[config.mk]
export PLATFORM = sky130hd
export DESIGN_NAME = torq_cell
export DESIGN_NICKNAME = d
export VERILOG_FILES = /design/src/sv/timestamp_ordered_request_queue_top_macros.svh /design/src/sv/torq_pkg.sv /design/src/sv/torq_cell.sv
export SDC_FILE = /design/constraint.sdc
export NUM_CORES = 1
export LEC_CHECK = 0
export BUFFER_PORTS_ARGS = -buffer_cell sky130_fd_sc_hd__buf_4
export CORE_AREA = 4 4 145 147
export CTS_CLUSTER_DIAMETER = 200
export DETAILED_ROUTE_END_ITERATION = 10
export DIE_AREA = 0 0 149 151
export HOLD_SLACK_MARGIN = 0.06
export PLACE_DENSITY = 0.6
export SKIP_LAST_GASP = 1
export SLEW_MARGIN = 10
export SYNTH_ARGS = -nofsm -noshare
export SYNTH_HDL_FRONTEND = slang
export SYNTH_SLANG_ARGS = --single-unit
[constraint.sdc]
create_clock -name clk_i -period 9.6 [get_ports clk_i]
set_input_delay 1.92 -clock clk_i [delete_from_list [all_inputs] [get_ports clk_i]]
set_output_delay 1.92 -clock clk_i [all_outputs]
set_load 0.03 [all_outputs]
[src/sv/timestamp_ordered_request_queue_top_macros.svh]
// ---------------------------------------------------------------------------
// Assertion macros for the timestamp-ordered request queue
// All checks are clocked on clk_i and are switched off while rst_ni is low.
// ---------------------------------------------------------------------------
`ifndef TIMESTAMP_ORDERED_REQUEST_QUEUE_TOP_MACROS_SVH
`define TIMESTAMP_ORDERED_REQUEST_QUEUE_TOP_MACROS_SVH

// General check: the property must hold at every clock edge outside reset.
`define TORQ_ASSERT(lbl, prop, msg) \
  lbl: assert property (@(posedge clk_i) disable iff (!rst_ni) (prop)) else $error(msg);

// The expression must never be true.
`define TORQ_ASSERT_NEVER(lbl, expr, msg) \
  `TORQ_ASSERT(lbl, !(expr), msg)

`endif

[src/sv/torq_pkg.sv]
// ---------------------------------------------------------------------------
// torq_pkg
// Shared constants, status codes and the cell command type of the
// timestamp-ordered request queue.
// ---------------------------------------------------------------------------
package torq_pkg;

  // Ranks are six bits wide and unique, so the chain never holds more than
  // one cell per rank.
  localparam int unsigned RankW    = 6;
  localparam int unsigned StampW   = 64;
  localparam int unsigned NumCells = 64;
  localparam int unsigned IdxW     = $clog2(NumCells);
  localparam int unsigned CntW     = $clog2(NumCells + 1);
  localparam int unsigned StatusW  = 3;

  // Result status codes.
  localparam logic [StatusW-1:0] StInserted  = 3'd0;
  localparam logic [StatusW-1:0] StDuplicate = 3'd1;
  localparam logic [StatusW-1:0] StFull      = 3'd2;
  localparam logic [StatusW-1:0] StRemoved   = 3'd3;
  localparam logic [StatusW-1:0] StNotFound  = 3'd4;

  // Command broadcast to every cell in the update cycle.
  typedef struct packed {
    logic              ins;    // open a gap at pos and load the new entry
    logic              rem;    // close up the chain from pos onwards
    logic [IdxW-1:0]   pos;
    logic [RankW-1:0]  rank;   // new entry for an insert
    logic [StampW-1:0] stamp;
  } torq_cmd_t;

endpackage

[src/sv/torq_cell.sv]
// ---------------------------------------------------------------------------
// torq_cell
// One place of the sorted queue. Holds a rank and a timestamp, compares
// them with the item under evaluation and shifts with its neighbours.
// ---------------------------------------------------------------------------
module torq_cell
  import torq_pkg::*;
(
  input  logic              clk_i,
  input  logic [IdxW-1:0]   idx_i,
  input  logic [CntW-1:0]   count_i,
  input  logic [RankW-1:0]  key_rank_i,
  input  logic [StampW-1:0] key_stamp_i,
  input  torq_cmd_t         cmd_i,
  input  logic [RankW-1:0]  left_rank_i,
  input  logic [StampW-1:0] left_stamp_i,
  input  logic [RankW-1:0]  right_rank_i,
  input  logic [StampW-1:0] right_stamp_i,
  output logic [RankW-1:0]  rank_o,
  output logic [StampW-1:0] stamp_o,
  output logic              match_o,
  output logic              after_o
);

  logic [RankW-1:0]  rank_q, rank_d;
  logic [StampW-1:0] stamp_q, stamp_d;
  logic              occ;

  // The cell holds a live entry when it lies below the fill count.
  assign occ = ({1'b0, idx_i} < count_i);

  // Same rank held here.
  assign match_o = occ && (rank_q == key_rank_i);

  // The key sorts before this cell's entry, or the cell is empty. Over the
  // chain this flag is set on a tail of cells, whose first is the insert place.
  assign after_o = !occ || (key_stamp_i < stamp_q) ||
                   ((key_stamp_i == stamp_q) && (key_rank_i < rank_q));

  // Shift with the neighbours on an update beat.
  always_comb begin
    rank_d  = rank_q;
    stamp_d = stamp_q;
    if (cmd_i.ins) begin
      if (idx_i == cmd_i.pos) begin
        rank_d  = cmd_i.rank;
        stamp_d = cmd_i.stamp;
      end else if (idx_i > cmd_i.pos) begin
        rank_d  = left_rank_i;
        stamp_d = left_stamp_i;
      end
    end else if (cmd_i.rem) begin
      if (idx_i >= cmd_i.pos) begin
        rank_d  = right_rank_i;
        stamp_d = right_stamp_i;
      end
    end
  end

  // Entry storage; contents past the fill count are never used.
  always_ff @(posedge clk_i) begin
    rank_q  <= rank_d;
    stamp_q <= stamp_d;
  end

  assign rank_o  = rank_q;
  assign stamp_o = stamp_q;

endmodule

# Yosys cells after proc, flatten, opt, wreduce, memory -nomap -nowiden
# Cells that the tools add are included.
[op_classes] magnitude_cmp=5 eq_ne=4 n_mux=10 reduce_logical=8
[op_table] operator="64-bit two-way mux" n=5
[op_table] operator="64-bit equality test" n=1
[op_table] operator="64-bit < comparator" n=1
[op_table] operator="6-bit two-way mux" n=5
[op_table] operator="6-bit equality test" n=2
[op_table] operator="6-bit by 7-bit < comparator with 1-bit output" n=1
[op_table] operator="6-bit greater-or-equal comparator" n=1
[op_table] operator="6-bit greater-than comparator" n=1
[op_table] operator="6-bit < comparator" n=1
[op_table] operator="2-bit nonzero test" n=2
[op_table] operator="3-bit by 1-bit inequality test with 1-bit output, second input constant" n=1
[op_table] operator="3-bit AND reduction" n=1
[op_table] operator="1-bit logical AND" n=2
[op_table] operator="1-bit logical OR" n=2
[op_table] operator="1-bit zero test" n=1
[word_totals] reg_bits=70 output_inout_bits=72

# Depth between registers and ports, before layout
[depth] word_depth=4 depth_mapped=8 mapped_depth_nobuf=8

# Least setup slack after synthesis
# Ideal clock, no wire load.
[synth_path] path_type="in2reg" from="input port idx_i[0]" to="register rank_q[0], in the netlist rank_o[0] (enable)" setup_time_ns=0.521 arrival_ns=6.034 path_slack_ns=3.045 cell_stages=8 n_path_buf=0 cell_sequence="inv_1 ha_1 nand2b_1 a21o_1 a21oi_1 nor2b_1 o21ai_0 a21oi_1"
[synth_between] elab_chain_len=3 word_cells_on_any_way=6 classes_between="2 x order compare; 2 x eq/ne; 2 x reduce/logical"
[synth_lines] element="from (decl)" line_no="torq_cell.sv:10" source="input logic [IdxW-1:0] idx_i,"
[synth_lines] element="6-bit greater-than comparator, or another cell as far along" line_no="torq_cell.sv:48" source="end else if (idx_i > cmd_i.pos) begin"
[synth_lines] element="3-bit by 1-bit inequality test with 1-bit output (no source line) or 2-bit nonzero test (tied branches)"
[synth_lines] element="3-bit AND reduction (no source line) (*)"
[synth_lines] element="to (signal assigned)" line_no="torq_cell.sv:62" source="rank_q <= rank_d;"
[synth_lines] element="to (decl)" line_no="torq_cell.sv:25" source="logic [RankW-1:0] rank_q, rank_d;"
# Every way passes the cells marked *; elsewhere a longest branch is shown, timed or not.
# A chain may end at the register's enable or synchronous reset.

# Worst setup path in the final report
[layout_path] from="input port key_stamp_i[47]" to="output port after_o"
[layout_between] elab_chain_len=3 word_cells_on_any_way=5 classes_between="1 x order compare; 1 x eq/ne; 3 x reduce/logical"
[layout_lines] element="from (decl)" line_no="torq_cell.sv:13" source="input logic [StampW-1:0] key_stamp_i,"
[layout_lines] element="64-bit < comparator or 64-bit equality test (tied branches)" line_no="torq_cell.sv:37, torq_cell.sv:38"
[layout_lines] element="1-bit logical OR or 1-bit logical AND (tied branches)" line_no="torq_cell.sv:37, torq_cell.sv:38"
[layout_lines] element="1-bit logical OR (*)" line_no="torq_cell.sv:37" source="assign after_o = !occ || (key_stamp_i < stamp_q) ||"
[layout_lines] element="to (decl)" line_no="torq_cell.sv:22" source="output logic after_o"
# Marked as above.

==> results.md <==
* Crit end category: output port
* Chip height at 151 um
* Post-synth EDFFs at 70
* Number of H-tree levels at 3
* Overall power at 1230 uW
* Antenna cells at 0
* Max-Cap Viols at 0
* Yosys top cell by area: edfxtp_1
* Synthesis warning total at 0
* P&R area growth vs syn at 60.8%
* Leakage power at 0.00425 uW
* Share of the synthesized area in the top cell type at 0.378
* Num rows at 52
* Measured slew at the worst slew-check pin at 1.06 ns
* Clock slew at reported path FFs at 0.06 ns
* GRT Overall Usage at 0.171
* Worst-path maximum fanout at 3
* Drt wl/cell at 16.6 um
* Netlist cell types at 33
* Async set-or-reset flop fraction in the synthesized netlist at 0
* Global-route wire length before repair at 29500 um
* Largest net degree at the start of global routing at 77
* Predominant post-synthesis flop cell: edfxtp_1
* Fin area at 8940 um2
* Worst IR drop on VDD at 0.0749 mV
* Port buffer count at 373
* Synthesized cell area at 5560 um2
* Drt pass-1 iters at 4
* Fin. Hold Viols at 0
* Total setup buffers inserted after CTS at 0
* Slowest stage cell, crit path: nor4_1
* Net Count, Synth at 978
* Largest cells by area after synthesis: edfxtp_1 (38%), ha_1 (18%), mux2i_1 (13%)
* Crit Path Class: input port to output port
* Hpwl dp at 17600 um
* Startpoint types: input port
* Clock Tree Buf Depth at 2
* Total CTS buffers at 9
* Slew Limit Fails at 0
* Crit-path max cell delay at 0.47 ns
* FF+latch count, synth at 70
* Setup_tns at 0 ns
* RSZ-0062 raised after global routing: false
* Die footprint at 22500 um2
* Placed cell count at 1218
* Critical Path RT at 7.68 ns
* Starting Density at 0.279
* Status: complete, no violations
* # DRC at 0
* Num Clock Sinks at 70
* Min-Delay Path Class: input port to register
* GRT overflow at 0
* Root buf cell: clkbuf_16
* Final worst path period share at 0.608
* Hold_buf cts at 0
* Initial drt markers at 162
* Nets at 1342
* Crit-path cells: buf_4 -> ha_1 -> nand4_1 -> nor4_1 -> nand4_1 -> a311oi_1 -> nor2_1 -> o31ai_2 -> buf_4
* Total number of vias at 5506
* Most common cell after layout, fill and taps aside: buf_4
* Antenna Nets Post-Route at 0
* Fin crit period at 5.83 ns
* Initial antenna violation count at 0
* Non-Filler Instances at 1234
* Syn Area/Cell at 9.35 um2
* Core Area at 19900 um2
* Most frequent cells in the layout: buf_4 (376), a21oi_1 (101), inv_1 (82)
* Seq/Total Area, Yosys at 0.378
* # IOs at 374
* Hold-critical path depth at 3
* Cell count after synthesis at 595
* Resized cells post-CTS at 0
* Vias per std cell at 4.46
* Die width at 149 um
* CTS tree: built
* Vias in the first global route at 5309
* Share of cells above drive strength 1 at 0.409
* Pwr dens at 138 nW/um2
* Routability congestion estimate at 0.867
* Crit path DAT at 3.91 ns
* Highest Clock Rate at 171 MHz
* Routed wire length at 20500 um
* Slew headroom at 0.295
* Placed inst area at 8630 um2
* Final Setup Violations at 0
==> per-stage QoR <==
step | setup WS (ns) | utilization | hold WS, ns
after floorplan | 3.04 | - | 2.15
after global placement | 3.74 | 0.433 | 2.24
after detailed placement | 3.72 | 0.433 | 2.25
after CTS | 3.71 | 0.449 | 1.89
after global routing | 3.51 | 0.449 | 1.90
final | 3.77 | 0.449 | 1.90
==> logic make-up after synthesis <==
group / after synthesis / share of synthesized area
adder cells (fa/ha/maj): 81 / 0.182
flip-flops: 70 / 0.378
AND/OR/NAND/NOR: 130 / 0.0994
AO/OA/AOI/OAI: 139 / 0.139
buffers and inverters: 105 / 0.0756
multiplexers: 70 / 0.126
==> cell usage after synthesis, types with 6 or more instances <==
library cell	number
a21oi_1	102
nand3_1	6
a21o_1	6
edfxtp_1	70
o21ai_0	11
clkbuf_1	13
inv_1	82
ha_1	81
mux2i_1	70
nand2_1	20
nand4_1	14
nor2_1	80
buf_4	7
==> layer usage <==
layer,GRT usage,vias up,part of all wire
met2,0.295,180,0.51
met4,0.0421,0,0.016
li1,-,2864,-
met5,0,-,0
met1,0.214,2443,0.41
met3,0.0425,19,0.064
==> path summary, 6_finish.rpt <==
path,start,end
worst max-delay path,key_stamp_i[47],after_o
worst min-delay path,right_rank_i[0],rank_o[0]
==> report_power, final <==
| part | switching, uW | internal [uW] | leakage [uW] | total [uW] |
|---|---|---|---|---|
| Sequential | 23.5 | 392 | 0.000671 | 415 |
| Combinational | 250 | 208 | 0.00343 | 457 |
| Clock | 133 | 226 | 0.000150 | 359 |
==> worst max-delay path, delay by kind of cell <==
kind	cells	cell delay, ns
AND/OR/NAND/NOR	4	0.99
adder cells (fa/ha/maj)	1	0.31
AO/OA/AOI/OAI	2	0.37
buffers and inverters	2	0.33
==> layout make-up <==
cell class	instances	area, um2
fillers	2048	11000
multi-input cells	420	3060
repair buffers	376	2820
flip-flops and latches	70	2100
well taps	270	338
inverters	82	308
clock buffers	9	225
clock inverters	7	88.8
==> sequential cells by signal (all words and copies together), names as in the netlist <==
| register | count |
|---|---|
| rank_o | 6 |
| stamp_o | 64 |
Power figures use the tool's default switching activity.
